==> src/rtl/srb_pkg.sv <==
// shared types and constants of the sequence reorder buffer
package srb_pkg;

    // sizes (DEPTH must be a power of two that divides 2**SEQ_BITS)
    localparam int DEPTH       = 32;
    localparam int SEQ_BITS    = 16;
    localparam int HANDLE_BITS = 32;
    localparam int SLOT_BITS   = $clog2(DEPTH);

    // input beat
    typedef struct packed {
        logic [SEQ_BITS-1:0]    in_seq;
        logic [HANDLE_BITS-1:0] in_handle;
        logic                   in_twice;
    } t_in;

    // result beat
    typedef struct packed {
        logic [HANDLE_BITS-1:0] out_handle;
        logic [SEQ_BITS-1:0]    out_seq;
        logic                   out_twice;
        logic                   collision;
        logic                   last;
    } t_out;

    // controller states
    typedef enum logic {
        ST_IDLE,
        ST_RELEASE
    } t_state;

    // controller to datapath
    typedef struct packed {
        logic insert;
        logic collide;
        logic release_slot;
    } t_ctrl_cmd;

    // datapath to controller
    typedef struct packed {
        logic slot_busy;
        logic exp_valid;
        logic next_valid;
        logic out_free;
    } t_ctrl_sts;

endpackage

==> src/rtl/srb_ctrl.sv <==
// controller state machine of the sequence reorder buffer
module srb_ctrl (
    input  logic               i_clk,
    input  logic               i_rst_n,
    input  logic               i_in_valid,
    output logic               o_in_stall,
    input  srb_pkg::t_ctrl_sts i_sts,
    output srb_pkg::t_ctrl_cmd o_cmd
);

    srb_pkg::t_state r_state;
    srb_pkg::t_state n_state;
    logic            accept;

    // input side opens only when idle and the output register can take a beat
    assign o_in_stall = !(i_rst_n && (r_state == srb_pkg::ST_IDLE) && i_sts.out_free);
    assign accept     = i_in_valid && !o_in_stall;

    // state register
    always_ff @(posedge i_clk) begin
        if (!i_rst_n) begin
            r_state <= srb_pkg::ST_IDLE;
        end else begin
            r_state <= n_state;
        end
    end

    // next state
    always_comb begin
        n_state = r_state;
        case (r_state)
            srb_pkg::ST_IDLE: begin
                if (accept && !i_sts.slot_busy) begin
                    n_state = srb_pkg::ST_RELEASE;
                end
            end
            srb_pkg::ST_RELEASE: begin
                if (!i_sts.exp_valid) begin
                    n_state = srb_pkg::ST_IDLE;
                end else if (i_sts.out_free && !i_sts.next_valid) begin
                    n_state = srb_pkg::ST_IDLE;
                end
            end
            default: begin
                n_state = srb_pkg::ST_IDLE;
            end
        endcase
    end

    // commands
    always_comb begin
        o_cmd = '0;
        case (r_state)
            srb_pkg::ST_IDLE: begin
                o_cmd.insert  = accept && !i_sts.slot_busy;
                o_cmd.collide = accept && i_sts.slot_busy;
            end
            srb_pkg::ST_RELEASE: begin
                o_cmd.release_slot = i_sts.exp_valid && i_sts.out_free;
            end
            default: begin
                o_cmd = '0;
            end
        endcase
    end

endmodule

==> src/rtl/srb_datapath.sv <==
// slot store, expected counter and output register of the sequence reorder buffer
module srb_datapath (
    input  logic               i_clk,
    input  logic               i_rst_n,
    input  srb_pkg::t_in       i_in,
    input  srb_pkg::t_ctrl_cmd i_cmd,
    output srb_pkg::t_ctrl_sts o_sts,
    output logic               o_out_valid,
    input  logic               i_out_stall,
    output srb_pkg::t_out      o_out
);

    logic [srb_pkg::DEPTH-1:0]       r_valid;
    logic [srb_pkg::HANDLE_BITS-1:0] r_handle [srb_pkg::DEPTH];
    logic                            r_twice  [srb_pkg::DEPTH];
    logic [srb_pkg::SEQ_BITS-1:0]    r_expected;
    logic                            r_out_valid;
    srb_pkg::t_out                   r_out;

    logic [srb_pkg::SLOT_BITS-1:0]   in_slot;
    logic [srb_pkg::SLOT_BITS-1:0]   exp_slot;
    logic [srb_pkg::SLOT_BITS-1:0]   nxt_slot;

    // slot indexes
    assign in_slot  = i_in.in_seq[srb_pkg::SLOT_BITS-1:0];
    assign exp_slot = r_expected[srb_pkg::SLOT_BITS-1:0];
    assign nxt_slot = exp_slot + srb_pkg::SLOT_BITS'(1);

    // status
    assign o_sts.slot_busy  = r_valid[in_slot];
    assign o_sts.exp_valid  = r_valid[exp_slot];
    assign o_sts.next_valid = r_valid[nxt_slot];
    assign o_sts.out_free   = !r_out_valid || !i_out_stall;

    // slot valid bits and expected counter
    always_ff @(posedge i_clk) begin
        if (!i_rst_n) begin
            r_valid    <= '0;
            r_expected <= '0;
        end else begin
            if (i_cmd.insert) begin
                r_valid[in_slot] <= 1'b1;
            end
            if (i_cmd.release_slot) begin
                r_valid[exp_slot] <= 1'b0;
                r_expected        <= r_expected + srb_pkg::SEQ_BITS'(1);
            end
        end
    end

    // slot payload store
    always_ff @(posedge i_clk) begin
        if (i_cmd.insert) begin
            r_handle[in_slot] <= i_in.in_handle;
            r_twice[in_slot]  <= i_in.in_twice;
        end
    end

    // output register valid
    always_ff @(posedge i_clk) begin
        if (!i_rst_n) begin
            r_out_valid <= 1'b0;
        end else if (i_cmd.collide || i_cmd.release_slot) begin
            r_out_valid <= 1'b1;
        end else if (!i_out_stall) begin
            r_out_valid <= 1'b0;
        end
    end

    // output register payload
    always_ff @(posedge i_clk) begin
        if (i_cmd.collide) begin
            r_out.out_handle <= '0;
            r_out.out_seq    <= i_in.in_seq;
            r_out.out_twice  <= 1'b0;
            r_out.collision  <= 1'b1;
            r_out.last       <= 1'b1;
        end else if (i_cmd.release_slot) begin
            r_out.out_handle <= r_handle[exp_slot];
            r_out.out_seq    <= r_expected;
            r_out.out_twice  <= r_twice[exp_slot];
            r_out.collision  <= 1'b0;
            r_out.last       <= !r_valid[nxt_slot];
        end
    end

    assign o_out_valid = r_out_valid;
    assign o_out       = r_out;

    // an insert only lands in an empty slot
    a_insert_empty: assert property (@(posedge i_clk) disable iff (!i_rst_n)
        i_cmd.insert |-> !r_valid[in_slot])
        else $error("insert into occupied slot");

    // a release only takes an occupied slot and never overwrites a waiting beat
    a_release_ok: assert property (@(posedge i_clk) disable iff (!i_rst_n)
        i_cmd.release_slot |-> (r_valid[exp_slot] && (!r_out_valid || !i_out_stall)))
        else $error("release from empty slot or into full output register");

    // counter advances by one on each release
    a_counter_step: assert property (@(posedge i_clk) disable iff (!i_rst_n)
        i_cmd.release_slot |=> (r_expected == $past(r_expected) + srb_pkg::SEQ_BITS'(1)))
        else $error("expected counter did not advance");

    // a collision beat is always the last beat of its item
    a_collision_last: assert property (@(posedge i_clk) disable iff (!i_rst_n)
        i_cmd.collide |=> (r_out_valid && r_out.collision && r_out.last))
        else $error("collision beat malformed");

endmodule

==> src/rtl/sequence_reorder_buffer_top.sv <==
// top level of the sequence reorder buffer
//
// Input channel i_in_valid / o_in_stall / i_in carries items with a sequence
// number, a payload handle and a write-twice flag. Each item is stored in
// slot (sequence mod 32). After the insert the block walks forward from the
// expected sequence counter and releases every occupied slot in order until
// it meets an empty one; each release is one beat on o_out_valid /
// i_out_stall / o_out, and the final beat of a run has last set.
// An item whose slot is already occupied is dropped and gives one collision
// beat (handle zero, offending sequence, last set).
// Timing: the accept cycle does the insert, then one entry is released per
// cycle while the receiver does not stall; an item that releases nothing
// still passes through the release state, and a collision stays in idle.
// The walk over the slot valid bits goes one slot at a time. Results come
// from an output register: a collision beat appears in the cycle after
// acceptance; a released beat passes the state and output registers.
// Reset (synchronous, active low) clears all slot valid bits and the counter
// at once; no clearing pass is needed. While the receiver stalls, the
// output beat holds and the release walk pauses; new items are refused
// until the current run has finished.
module sequence_reorder_buffer_top (
    input  logic          i_clk,
    input  logic          i_rst_n,
    input  logic          i_in_valid,
    output logic          o_in_stall,
    input  srb_pkg::t_in  i_in,
    output logic          o_out_valid,
    input  logic          i_out_stall,
    output srb_pkg::t_out o_out
);

    srb_pkg::t_ctrl_cmd cmd;
    srb_pkg::t_ctrl_sts sts;

    // controller
    srb_ctrl u_ctrl (
        .i_clk      (i_clk),
        .i_rst_n    (i_rst_n),
        .i_in_valid (i_in_valid),
        .o_in_stall (o_in_stall),
        .i_sts      (sts),
        .o_cmd      (cmd)
    );

    // datapath
    srb_datapath u_datapath (
        .i_clk       (i_clk),
        .i_rst_n     (i_rst_n),
        .i_in        (i_in),
        .i_cmd       (cmd),
        .o_sts       (sts),
        .o_out_valid (o_out_valid),
        .i_out_stall (i_out_stall),
        .o_out       (o_out)
    );

endmodule
==> config.mk <==
export PLATFORM = sky130hd
export DESIGN_NAME = sequence_reorder_buffer_top
export DESIGN_NICKNAME = d
export VERILOG_FILES = /design/src/rtl/srb_pkg.sv /design/src/rtl/srb_ctrl.sv /design/src/rtl/srb_datapath.sv /design/src/rtl/sequence_reorder_buffer_top.sv
export SDC_FILE = /design/constraint.sdc
export NUM_CORES = 1
export LEC_CHECK = 0
export ABC_CLOCK_PERIOD_IN_PS = 7970
export BUFFER_PORTS_ARGS = -buffer_cell sky130_fd_sc_hd__buf_2
export CAP_MARGIN = 0
export CORE_ASPECT_RATIO = 0.9
export CORE_MARGIN = 10
export CORE_UTILIZATION = 60
export CTS_CLUSTER_DIAMETER = 40
export DETAILED_ROUTE_END_ITERATION = 16
export GPL_TIMING_DRIVEN = 0
export MAX_ROUTING_LAYER = met4
export PLACE_DENSITY = 0.86
export REMOVE_ABC_BUFFERS = 1
export SYNTH_ARGS = -nofsm -noshare
export SYNTH_HDL_FRONTEND = slang
export SYNTH_SLANG_ARGS = --single-unit
==> constraint.sdc <==
create_clock -name i_clk -period 7.97 [get_ports i_clk]
set_input_delay 0.797 -clock i_clk [delete_from_list [all_inputs] [get_ports i_clk]]
set_output_delay 0.797 -clock i_clk [all_outputs]
set_load 0.01 [all_outputs]
==> metrics.txt <==
drt total wl=139000 µm; initial antenna violation count=7; Max Clk Rate=215 MHz; status=complete, but fails checks; max_slew headroom=-1.08%; total power draw=12700 µW; Tot GR Track Use=32.9%; clk buf depth=3; Hold Path Class=in -> reg; Worst path most repeated cell=buf_4; GR Util met2=48.2%; Die Width=308 µm; minimum clock period=4660 ps; hold path cells=2; worst path required time=8380 ps; commonest non-fill, non-tap cell in the layout=edfxtp_1; Initial Utilization=60.3%; GP Congestion=0.846; largest net degree at the start of global routing=63; Post-CTS Setup Repair Bufs=0; TritonCTS Buffers=121; # resized after CTS=0; drt first pass iters=6; Crit Path Class=in -> reg; filler instances=4005; Max Clock Skew=27.0 ps; met1 Use GR=42.2%; DR iter-0 viols=5188; VDD IR max=0.000207 V; antenna viol nets, final=0; CP startpoint kind=input port; number of synthesized flops with an enable pin=1072; Netlist Area Pre-Place=44900 µm²; GRT Max-Usage Layer=met2; # DRC=0; met3 Usage GRT=8.60%; port buffer count=105; Yosys warnings=0; cells after synthesis=2180; CTS Sinks=1162; Max FO, Critical Path=21; cell chain of the critical path=buf_2 > mux2i_1 > o22ai_1 > a22oi_1 > o211ai_4 > nor4_2 > buf_4 > buf_4 > buf_4; Nets=2579; Final Setup Violations=0; std cell rows=95; Synth async-reset ratio=0%; Setup crit end kind=flip-flop; CTS tree=yes; Crit path arrival time=5080 ps; Clk Latency, worst-skew pair=720 ps; DR vias/cell=7.65; Top FF cell, synth=edfxtp_1; most frequent cells in the layout=1072 x edfxtp_1, 273 x mux4_2, 208 x buf_4; worst setup margin=3310 ps; sequential area share after synthesis=75.7%; vias in the first global route=27100; RSZ-0062 raised after global routing=false; Yosys reg bits=1162; Pwr Density=241 nW/µm²; placed inst area=48700 µm²; cts hold-fix bufs=0; CP max stage cell=nor4_2; design area=52800 µm²; Slew Limit Fails=26; Final Hold Fails=0; average cell area after synthesis=20.6 µm²; worst-margin pin slew=1510 ps; Worst-path clk slew=60 ps; layout cells sized above 1=35.2%; dpl hpwl=82500 µm; failing checks=capacitance limit, slew limit; leakage=0.0169 µW; DIE AREA=86200 µm²; fin crit share=58.5%; Vias=27500; worst reg2reg path depth=8; Core Box Area=74400 µm²; Wirelength per Cell=38.5 µm; max-cap viol count=1; Root Driver=clkbuf_16; global route overflow=0; Synth cell types=63; CTS H-tree depth=3; io pins=106; final hold slack=377 ps; slowest stage delay, CP=1280 ps; global-route wire length before repair=197000 µm; pre-CTS setup slack=3270 ps; Synth-to-Final Area Change=17.7%; Die Y=279 µm
-- Yosys cell counts (10+ instances only) --
master,count,area share (%)
a21oi_1,43,0.48
o22ai_1,10,0.14
nor2_1,16,0.13
edfxtp_1,1072,72
mux2i_1,41,0.91
buf_2,40,0.45
buf_1,34,0.28
nor3_1,58,0.65
dfxtp_1,90,4.0
o221a_2,30,0.75
nand2_1,44,0.37
mux4_2,273,14
a22oi_1,124,2.1
nand3_1,20,0.22
a22o_1,16,0.31
clkbuf_1,72,0.60
o31ai_1,11,0.18
nor4_1,32,0.45
nand4_1,33,0.46
-- state kept, by name (all words and copies together) (netlist names), named ones only --
name and count:
u_datapath.r_valid 32, u_datapath.o_out 51, u_datapath.r_expected 16, u_ctrl.r_state 1, u_datapath.o_out_valid 1, u_datapath.r_twice 32
u_datapath.r_handle 1024
-- through the flow --
step	util [%]	TNS, ps	instances
3_3_place_gp	61.8	-7269840	3106
6_report	71.0	0	3603
4_1_cts	70.9	0	3595
3_5_place_dp	65.4	0	3367
2_1_floorplan	-	-793910	2031
5_1_grt	71.0	0	3603
-- where the power goes --
part / internal [µW] / switching (µW) / leakage [µW]
registers: 6680 / 12.1 / 0.0104
logic: 40.4 / 141 / 0.00453
clock network: 3360 / 2510 / 0.00198
-- kinds of logic after synthesis --
kind of cell               Yosys count  share of synthesized area, %
AOI/OAI and AO/OA                  274                          4.66
xor gates and xnor gates             4                        0.0781
adders and majority gates            5                         0.139
buffers and inverters              155                          1.43
DFF                               1162                          75.7
muxes                              317                          14.7
and+or+nand+nor                    263                          3.26
-- path summary, 6_finish.rpt --
check | startpoint | slack (ps) | endpoint
worst max-delay path | i_in[34] | 3310 | u_datapath.r_handle[18][7]
worst min-delay path | i_in[42] | 380 | u_datapath.o_out[12]
worst max register to register | u_datapath.r_expected[4] | 3320 | flip-flop
worst min register to register | u_datapath.o_out[1] | 460 | u_datapath.o_out[1]
-- routing by layer --
metal | wire, µm | part of all wire (%) | vias up
met5 | 0 | 0 | -
li1 | - | - | 9976
met3 | 21200 | 15 | 720
met4 | 9520 | 6.9 | 0
met1 | 44700 | 32 | 13600
met2 | 63300 | 46 | 3206
-- cell type report --
cell class | count | area, µm² | share of cell area, %
diodes | 7 | 17.5 | 0.0332
multi-input cells | 863 | 10500 | 19.9
clock buffers | 148 | 3190 | 6.04
clock inverters | 80 | 883 | 1.67
repair buffers | 367 | 2980 | 5.64
well taps | 970 | 1210 | 2.30
flip-flops and latches | 1162 | 34000 | 64.4
inverters | 6 | 22.5 | 0.0426
-- worst max-delay path, delay by kind of cell --
family,cells,cell delay [ps]
buffers and inverters,4,1320
AND/OR/NAND/NOR,1,1280
AO/OA/AOI/OAI,3,950
multiplexers,1,700
Note: power is estimated with default switching activity, not from simulation.
